## config.mk

```make
export PLATFORM = sky130hd
export DESIGN_NAME = gbi_ram
export DESIGN_NICKNAME = d
export VERILOG_FILES = /design/src/hdl/gbi_ram.sv
export SDC_FILE = /design/constraint.sdc
export NUM_CORES = 1
export LEC_CHECK = 0
export BUFFER_PORTS_ARGS = -buffer_cell sky130_fd_sc_hd__buf_2
export CORE_ASPECT_RATIO = 1.75
export CORE_UTILIZATION = 45
export CTS_CLUSTER_SIZE = 8
export DETAILED_ROUTE_END_ITERATION = 7
export SLEW_MARGIN = 5
export SYNTH_ARGS = -nofsm -noshare
export SYNTH_HDL_FRONTEND = slang
export SYNTH_SLANG_ARGS = --single-unit
```

## constraint.sdc

```tcl
create_clock -name clk -period 4.7 [get_ports clk]
set_input_delay 0.705 -clock clk [delete_from_list [all_inputs] [get_ports clk]]
set_output_delay 0.705 -clock clk [all_outputs]
set_load 0.01 [all_outputs]
```

## src/hdl/gbi_ram.sv

```systemverilog
`timescale 1ns / 1ps
// ----------------------------------------------------------------------------
// gbi_ram
// Generic single-port RAM with registered read data.
// ----------------------------------------------------------------------------
module gbi_ram #(
    parameter int WIDTH = 32,
    parameter int DEPTH = 16
) (
    input  logic                     clk,
    input  logic                     we,
    input  logic [$clog2(DEPTH)-1:0] addr,
    input  logic [WIDTH-1:0]         wdata,
    output logic [WIDTH-1:0]         rdata
);

    logic [WIDTH-1:0] mem [DEPTH];

    // One address per cycle; a write cycle also returns the old word. Read data registered.
    always_ff @(posedge clk)
    begin
        if (we)
        begin
            mem[addr] <= wdata;
        end
        rdata <= mem[addr];
    end

endmodule

```

==> results of run 1 <==
[final timing paths]
path | startpoint | to | slack, ps | cells past startpoint
min reg2reg | mem[14][22]$_DFFE_PP_ | rdata[22]$_DFF_P_ | 670 | 3
max reg2reg | mem[1][5]$_DFFE_PP_ | rdata[5]$_DFF_P_ | 3200 | 3
max | addr[0] | mem[3][13]$_DFFE_PP_ | 2210 | 4
min | wdata[14] | mem[1][14]$_DFFE_PP_ | 500 | 1
[flip-flops by register name, indices dropped and copies added (netlist names)]
name / cells
mem: 512
rdata: 32
[worst max-delay path: cells and delay by family]
kind          cells  cell delay [ps]
buf+inv           2              790
simple gates      2             1190
[stage by stage]
stage	hold WS (ps)	cell area, sq um	worst slack, ps	power, mW	utilization, %
4_1_cts	474	23300	2120	11.1	53.7
3_5_place_dp	659	21100	1530	6.06	48.5
3_3_place_gp	653	21100	1550	6.05	48.5
5_1_grt	496	23300	2030	11.4	53.7
6_report	501	23300	2210	11.0	53.7
2_1_floorplan	635	19900	753	5.83	-
[final cells by class]
type,instances,area [sq um],area share [%]
sequential,544,16000,68.6
clock buffer,132,2200,9.42
tap,566,708,3.04
multi-input combinational,251,3750,16.1
timing repair buffer,97,621,2.66
clock inverter,4,42.5,0.182
[synthesized netlist by cell type, drive strengths merged]
| library cell | instances |
|---|---|
| nor2b | 2 |
| nand3 | 1 |
| buf | 18 |
| and2 | 1 |
| nand3b | 2 |
| edfxtp | 512 |
| nand2b | 2 |
| mux4 | 128 |
| or3b | 1 |
| clkbuf | 27 |
| a22oi | 64 |
| nor2 | 13 |
| nor3 | 4 |
| nand2 | 33 |
| dfxtp | 32 |
[cell families after synthesis]
kind of cell           synth area share (%)
multiplexers                           14.5
buffers and inverters                  1.17
flip-flops                             80.6
AND/OR/NAND/NOR                        1.27
AO/OA/AOI/OAI                          2.42
[metal layers]
metal | global-route usage, % | vias to the layer above | share of wire [%]
li1 | - | 3854 | -
met1 | 23.3 | 4888 | 37
met2 | 37.1 | 284 | 56
met3 | 3.97 | 84 | 4.6
met4 | 7.79 | 4 | 2.7
met5 | 0 | - | 0.055
[where the power goes]
group	internal [mW]	total [mW]	switching (mW)
Clock	3.15	5.07	1.92
Combinational	0.191	0.485	0.293
Sequential	5.43	5.47	0.0358
==> impl_metrics.json, run 1 <==
{
  "outcome": "complete, no violations",
  "numCtsBuffers": 77,
  "routedWlPerCell_microns": 27.3,
  "critPathKind": "input pin to flip-flop",
  "cp_max_fo": 57,
  "syn_inst": 840,
  "track_usage_pct": 20.3,
  "hold_path.class": "input pin to flip-flop",
  "synthToLayoutAreaGrowth_pct": 17.5,
  "tightestPinTransition_ps": 1190,
  "die_width_microns": 161,
  "num_rows": 101,
  "timing.final.hold_violations": 0,
  "tritoncts": "built",
  "fmax_ghz": 0.401,
  "clk_pin_slew_ps": 50,
  "postCtsHoldBufs": 0,
  "drive_gt1_share_pct": 32.1,
  "fin_crit_ps": 2490,
  "maxCapViolations": 0,
  "cpPeakStageDelay_ps": 790,
  "ys_seq_elements": 544,
  "p_per_area_nw_per_um2": 473,
  "vias_per_cell": 5.72,
  "synth_nets": 878,
  "p_leak_nw": 7.54,
  "syn-cell-area_sq_um": 19900,
  "ys.warnings.count": 0,
  "routed_wl_mm": 43.5,
  "cpMaxStageDelayCell": "nor2_4",
  "dp.cells": 1458,
  "drv_slew": 0,
  "finClkSkew_ps": 14.5,
  "crit_path_cell_trace": "clkbuf_8, nand2_1, nor2_4, buf_4",
  "ys_top_cells_by_area": "edfxtp_1, mux4_2, dfxtp_1",
  "clock-sinks": 544,
  "slew-limit-headroom_pct": 20.3,
  "finalCritPeriodShare_pct": 53.0,
  "cts_root_buf": "clkbuf_16",
  "cts_resized": 0,
  "antenna_found_initial": 3,
  "fill_cells": 3425,
  "crit_required_ps": 4990,
  "postRouteAntennaNets": 0,
  "gp_congestion": 0.725,
  "cts_buffer_depth": 3,
  "vias": 9114,
  "synth_top_area_share_pct": 77.4,
  "yosysSeqAreaShare_pct": 80.6,
  "rsz0062_at_grt": "false",
  "final_common_cell": "edfxtp_1",
  "first_pass_iters": 5,
  "clk_latency_ps": 590,
  "crit_path_start_kind": "input pin",
  "port_buffers": 69,
  "grt_max_degree": 58,
  "final_cell_mix": "edfxtp_1, mux4_2, clkbuf_16, buf_2, a22oi_1",
  "io_pins": 70,
  "ir_drop_uv": 240,
  "instances_no_fill": 1594,
  "finalSetupViolCount": 0,
  "ys_types": 17,
  "layout.nets": 1009,
  "critPathArrivalTime_ps": 2780,
  "worst_setup_path_end_kind": "flip-flop",
  "first_iter_violations": 654,
  "grt_pass1_vias": 9919,
  "ctsHtreeMaxLevel": 3,
  "synth_area_per_cell_sq_um": 23.6,
  "hpwl_mm": 24.2,
  "start_util_pct": 45.7,
  "post_cts_buffers": 0,
  "antennaDiodeCount": 0,
  "setup_tns_ps": 0,
  "drcViolationCount": 0,
  "die_height_microns": 280,
  "grt.overflow.total": 0,
  "core_region_area_sq_um": 43500,
  "grt_first_pass_wirelength_mm": 65.2,
  "yosysTopAreaCell": "edfxtp_1",
  "die-area_sq_um": 45000
}
No activity file was read; power rests on OpenSTA's default activity.
==> run 2, diff against run 1 <==
--- a/config.mk
+++ b/config.mk
@@ -5,6 +5,7 @@
 export SDC_FILE = /design/constraint.sdc
 export NUM_CORES = 1
 export LEC_CHECK = 0
+export ABC_AREA = 1
 export BUFFER_PORTS_ARGS = -buffer_cell sky130_fd_sc_hd__buf_2
 export CORE_ASPECT_RATIO = 1.75
 export CORE_UTILIZATION = 45
==> constraint.sdc (replaced) <==
create_clock -name clk -period 2.25 [get_ports clk]
set_input_delay 0.3375 -clock clk [delete_from_list [all_inputs] [get_ports clk]]
set_output_delay 0.3375 -clock clk [all_outputs]
set_load 0.01 [all_outputs]
==> impl_metrics.json, run 2 <==
{
  "die-area_sq_um": 50300,
  "numCtsBuffers": 77,
  "post_cts_buffers": 0,
  "grt_pass1_vias": 14068,
  "antenna_found_initial": 3,
  "clk_pin_slew_ps": 50,
  "p_leak_nw": 10.8,
  "drcViolationCount": 0,
  "gp_congestion": 0.774,
  "ir_drop_uv": 575,
  "finClkSkew_ps": 9.31,
  "cts_buffer_depth": 3,
  "synthAdderAreaFrac_pct": 0,
  "vias": 14296,
  "worst_setup_path_end_kind": "output port",
  "dpl_cell_area_sq_um": 23300,
  "reg2reg_depth": 8,
  "first_iter_violations": 912,
  "finalSetupViolCount": 0,
  "synthMuxAreaShare_pct": 0,
  "cpMaxStageDelayCell": "dfxtp_1",
  "fin_crit_ps": 1520,
  "ctsHtreeMaxLevel": 3,
  "outcome": "complete, no violations",
  "timing.final.hold_violations": 0,
  "crit_path_cell_trace": "buf_2",
  "cts_root_buf": "clkbuf_16",
  "first_pass_iters": 7,
  "io_pins": 70,
  "routedWlPerCell_microns": 18.0,
  "finalCritPeriodShare_pct": 67.6,
  "drive_gt1_share_pct": 9.59,
  "ys_types": 13,
  "critPathKind": "flip-flop to output port",
  "clock-sinks": 544,
  "postCtsHoldBufs": 0,
  "holdWs_ps": 124,
  "crit_required_ps": 1910,
  "async_reset_ff_share_pct": 0,
  "tritoncts": "built",
  "critPathBufInv": 1,
  "tightestPinTransition_ps": 961,
  "grt_max_degree": 151,
  "ys.warnings.count": 0,
  "cp_max_fo": 1,
  "num_rows": 107,
  "final_cell_mix": "nand2_1, edfxtp_1, clkbuf_16, inv_1, buf_2",
  "synth_xor_area_share_pct": 0,
  "ys_top_cells_by_area": "edfxtp_1, nand2_1, dfxtp_1",
  "critPathArrivalTime_ps": 1180,
  "ys_seq_elements": 544,
  "r2r_end": "rdata[2]$_DFF_P_",
  "synthFlopType": "edfxtp_1",
  "vias_per_cell": 4.88,
  "cts_resized": 0,
  "hpwl_mm": 26.5,
  "clk_latency_ps": 590,
  "final_common_cell": "nand2_1",
  "start_util_pct": 45.6,
  "die_width_microns": 170,
  "grt_first_pass_wirelength_mm": 80.1,
  "hold_path.class": "input pin to flip-flop",
  "synth_top_area_share_pct": 69.2,
  "min_delay_path_depth": 1,
  "dp_slack_ps": 266,
  "synth_nets": 2151,
  "core_region_area_sq_um": 48700,
  "startpoint": "rdata[3]$_DFF_P_",
  "synth_edf_count": 512,
  "fin_area_sq_um": 25600,
  "synthToLayoutAreaGrowth_pct": 15.3,
  "track_usage_pct": 21.6,
  "fmax_ghz": 0.658,
  "cpLargestDelayFamily": "flip-flops",
  "synth_most_common_cell": "nand2_1",
  "die_height_microns": 296,
  "syn-cell-area_sq_um": 22200,
  "grt.overflow.total": 0,
  "yosys-top-cells-count": "nand2_1, edfxtp_1, inv_1",
  "routed_wl_mm": 52.7,
  "synth_top_family_by_area": "simple AND/OR/NAND/NOR gates",
  "yosys.area_share.simple_pct": 23.7,
  "final_util_pct": 52.5,
  "crit_path_start_kind": "flip-flop",
  "layout.nets": 2246,
  "yosysSeqAreaShare_pct": 72.1,
  "largest_register_ffs": 512,
  "worstHoldEndpoint": "mem[4][18]$_DFFE_PP_",
  "r2r-start": "mem[10][2]$_DFFE_PP_",
  "slew-limit-headroom_pct": 36.0,
  "cpPeakStageDelay_ps": 420,
  "synth_area_per_cell_sq_um": 10.5,
  "drv_slew": 0,
  "p_per_area_nw_per_um2": 915,
  "synth-compound-area-share_pct": 0,
  "maxCapViolations": 0,
  "postRouteAntennaNets": 0,
  "fill_cells": 4359,
  "syn_inst": 2113,
  "rsz0062_at_grt": "false",
  "setup_slack_ps": 730,
  "yosysTopAreaCell": "edfxtp_1",
  "reg_top3": "mem (512), rdata (32)",
  "largest-register": "mem",
  "hp-start": "wdata[18]",
  "r2r_setup_slack_ps": 1220,
  "port_buffers": 69
}
==> run 2: power by group <==
group / switching [mW] / internal (mW)
combinational: 0.959 / 0.360
sequential: 0.0625 / 11.4
clock: 4.08 / 6.63
==> run 2: routing by layer <==
metal  track usage [%]  up-vias  share of wire, %  routed length (microns)
met5                 0        -             0.015                        8
met4              8.97        2               2.9                     1540
met3              3.74      107               4.8                     2540
met2              39.6      352                53                    27900
met1              24.8     6852                39                    20700
li1                  -     6983                 -                        -
==> run 2: worst max path at each step <==
stage	to	slack, ps	cells after the start
2_1_floorplan	mem[3][0]$_DFFE_PP_	-490	5
3_3_place_gp	rdata[4]$_DFF_P_	280	9
3_5_place_dp	rdata[4]$_DFF_P_	270	9
4_1_cts	rdata[3]	690	1
5_1_grt	rdata[3]	690	1
6_report	rdata[3]	730	1
==> run 2: cells by family (layout without fill, tap and decap cells) <==
group | after synthesis | count (layout)
flops | 544 | 544
buf+inv | 169 | 329
other cells | 0 | 2
simple gates | 1400 | 1400
==> run 2: final cells by class <==
cell class | count | area [sq um] | share of cell area, %
inverter | 71 | 274 | 1.07
timing repair buffer | 114 | 830 | 3.24
tap | 654 | 818 | 3.20
sequential | 544 | 16000 | 62.5
multi-input combinational | 1400 | 5400 | 21.1
clock inverter | 4 | 42.5 | 0.166
clock buffer | 140 | 2230 | 8.70
antenna | 2 | 5.00 | 0.0195
==> run 2: metrics by stage <==
step                TNS (ps)  instances  power (mW)
floorplan             -94910       2113        12.4
global placement           0       2783        12.9
detailed placement         0       2783        12.9
CTS                        0       2927        23.6
global route               0       2929        24.2
finish                     0       2929        23.4
==> run 3, diff against run 2 <==
--- a/config.mk
+++ b/config.mk
@@ -5,7 +5,7 @@
 export SDC_FILE = /design/constraint.sdc
 export NUM_CORES = 1
 export LEC_CHECK = 0
-export ABC_AREA = 1
+export ABC_AREA = 0
 export BUFFER_PORTS_ARGS = -buffer_cell sky130_fd_sc_hd__buf_2
 export CORE_ASPECT_RATIO = 1.75
 export CORE_UTILIZATION = 45
==> constraint.sdc (replaced) <==
create_clock -name clk -period 1.5 [get_ports clk]
set_input_delay 0.225 -clock clk [delete_from_list [all_inputs] [get_ports clk]]
set_output_delay 0.225 -clock clk [all_outputs]
set_load 0.01 [all_outputs]
==> impl_metrics.json, run 3 (synthesized netlist as in run 1, its figures left out) <==
{
  "tightestPinTransition_ps": 581,
  "post_cts_buffers": 0,
  "vias_per_cell": 5.60,
  "hp-start": "wdata[19]",
  "layout.nets": 1068,
  "vias": 9257,
  "worst_setup_path_end_kind": "flip-flop",
  "cpPeakStageDelay_ps": 480,
  "maxCapViolations": 0,
  "cpMaxStageDelayCell": "mux4_2",
  "drcViolationCount": 0,
  "grt_first_pass_wirelength_mm": 64.8,
  "clk_latency_ps": 590,
  "start_util_pct": 45.7,
  "critPathBufInv": 0,
  "min_delay_path_depth": 1,
  "antenna_found_initial": 1,
  "fmax_ghz": 0.736,
  "final_cell_mix": "edfxtp_1, mux4_2, clkbuf_16, buf_2, a22oi_1",
  "clk_pin_slew_ps": 50,
  "finalSetupViolCount": 0,
  "tritoncts": "built",
  "worstHoldEndpoint": "mem[9][19]$_DFFE_PP_",
  "r2r_end": "rdata[16]$_DFF_P_",
  "outcome": "complete, no violations",
  "fin_crit_ps": 1360,
  "cts_buffer_depth": 3,
  "dp.cells": 1506,
  "numCtsBuffers": 77,
  "p_per_area_nw_per_um2": 1430,
  "clock-sinks": 544,
  "ctsHtreeMaxLevel": 3,
  "grt.overflow.total": 0,
  "reg_top3": "mem (512), rdata (32)",
  "timing.final.hold_violations": 0,
  "drive_gt1_share_pct": 35.1,
  "io_pins": 70,
  "setup_tns_ps": 0,
  "final_util_pct": 56.2,
  "first_pass_iters": 5,
  "p_leak_nw": 8.02,
  "crit_path_start_kind": "flip-flop",
  "routedWlPerCell_microns": 26.3,
  "synthToLayoutAreaGrowth_pct": 23.0,
  "finalCritPeriodShare_pct": 90.5,
  "final_common_cell": "edfxtp_1",
  "die_height_microns": 280,
  "grt_pass1_vias": 10147,
  "rsz0062_at_grt": "false",
  "fill_cells": 3250,
  "crit_path_cell_trace": "mux4_2, a22oi_1, nand2_1",
  "cts_root_buf": "clkbuf_16",
  "die-area_sq_um": 45000,
  "cts_resized": 0,
  "ir_drop_uv": 830,
  "postCtsHoldBufs": 11,
  "r2r_setup_slack_ps": 140,
  "drv_slew": 0,
  "first_iter_violations": 610,
  "reg2reg_depth": 3,
  "grt_max_degree": 33,
  "finClkSkew_ps": 17.9,
  "core_region_area_sq_um": 43500,
  "crit_required_ps": 1950,
  "num_rows": 101,
  "track_usage_pct": 20.3,
  "gp_congestion": 0.727,
  "port_buffers": 69,
  "cpLargestDelayFamily": "multiplexers",
  "r2r-start": "mem[2][16]$_DFFE_PP_",
  "instances_no_fill": 1654,
  "slew-limit-headroom_pct": 61.2,
  "routed_wl_mm": 43.4,
  "hold_path.class": "input pin to flip-flop",
  "largest_register_ffs": 512,
  "postRouteAntennaNets": 0,
  "critPathKind": "flip-flop to flip-flop",
  "die_width_microns": 161,
  "hpwl_mm": 25.7,
  "cp_max_fo": 1,
  "largest-register": "mem",
  "critPathArrivalTime_ps": 1810
}
run 3: cell count changes in the layout (fill, tap and decap cells not counted), sizes merged, moves of 3 or more:
| cell | change |
|---|---|
| nand2 | -1345 |
| mux4 | +128 |
| inv | -71 |
| a22oi | +64 |
| buf | +31 |
| dlygate4sd3 | +11 |
| clkbuf | -7 |
| nor2 | -5 |
| nor3 | +4 |
| nand3 | -3 |
run 3: final cells by class:
cell class,count,area [sq um],area share (%)
clock inverters,3,41.3,0.169
clock buffers,133,2220,9.09
repair buffers,156,1640,6.72
flip-flops and latches,544,16000,65.5
well taps,566,708,2.90
multi-input cells,251,3810,15.6
diodes,1,2.50,0.0102
run 3: through the flow:
stage / cell area, sq um / hold slack [ps] / setup slack [ps] / total power [mW]
2_1_floorplan: 20100 / 324 / -454 / 18.3
3_3_place_gp: 22100 / 597 / -210 / 19.1
3_5_place_dp: 22100 / 613 / -239 / 19.2
4_1_cts: 24400 / 0.260 / 96.3 / 35.2
5_1_grt: 24400 / 24.0 / 69.2 / 35.8
6_report: 24400 / 15.8 / 142 / 34.9
run 3: routing by layer:
layer,share of wire [%],track usage (%),up-vias
met2,56,37.0,232
met5,0,0,-
met4,2.9,8.97,0
met1,38,23.7,4961
met3,3.4,2.59,88
li1,-,-,3976
run 3: worst max path at each step:
stage                              start             endpoint  slack (ps)  depth (start not counted)
CTS                 mem[3][12]$_DFFE_PP_    rdata[12]$_DFF_P_         100                          3
detailed placement               addr[0]    rdata[12]$_DFF_P_        -240                          5
global placement                 addr[0]    rdata[12]$_DFF_P_        -210                          5
global route        mem[2][16]$_DFFE_PP_    rdata[16]$_DFF_P_          70                          3
finish              mem[2][16]$_DFFE_PP_    rdata[16]$_DFF_P_         140                          3
floorplan                        addr[2]  mem[0][0]$_DFFE_PP_        -450                          2
run 3: power by group:
group          internal (mW)  leakage, nW  switching [mW]  total (mW)
clock network           9.96         1.08            6.05        16.0
registers               17.0         4.89           0.106        17.1
logic                  0.792         2.04           0.944        1.74
total                   27.8         8.02            7.10        34.9
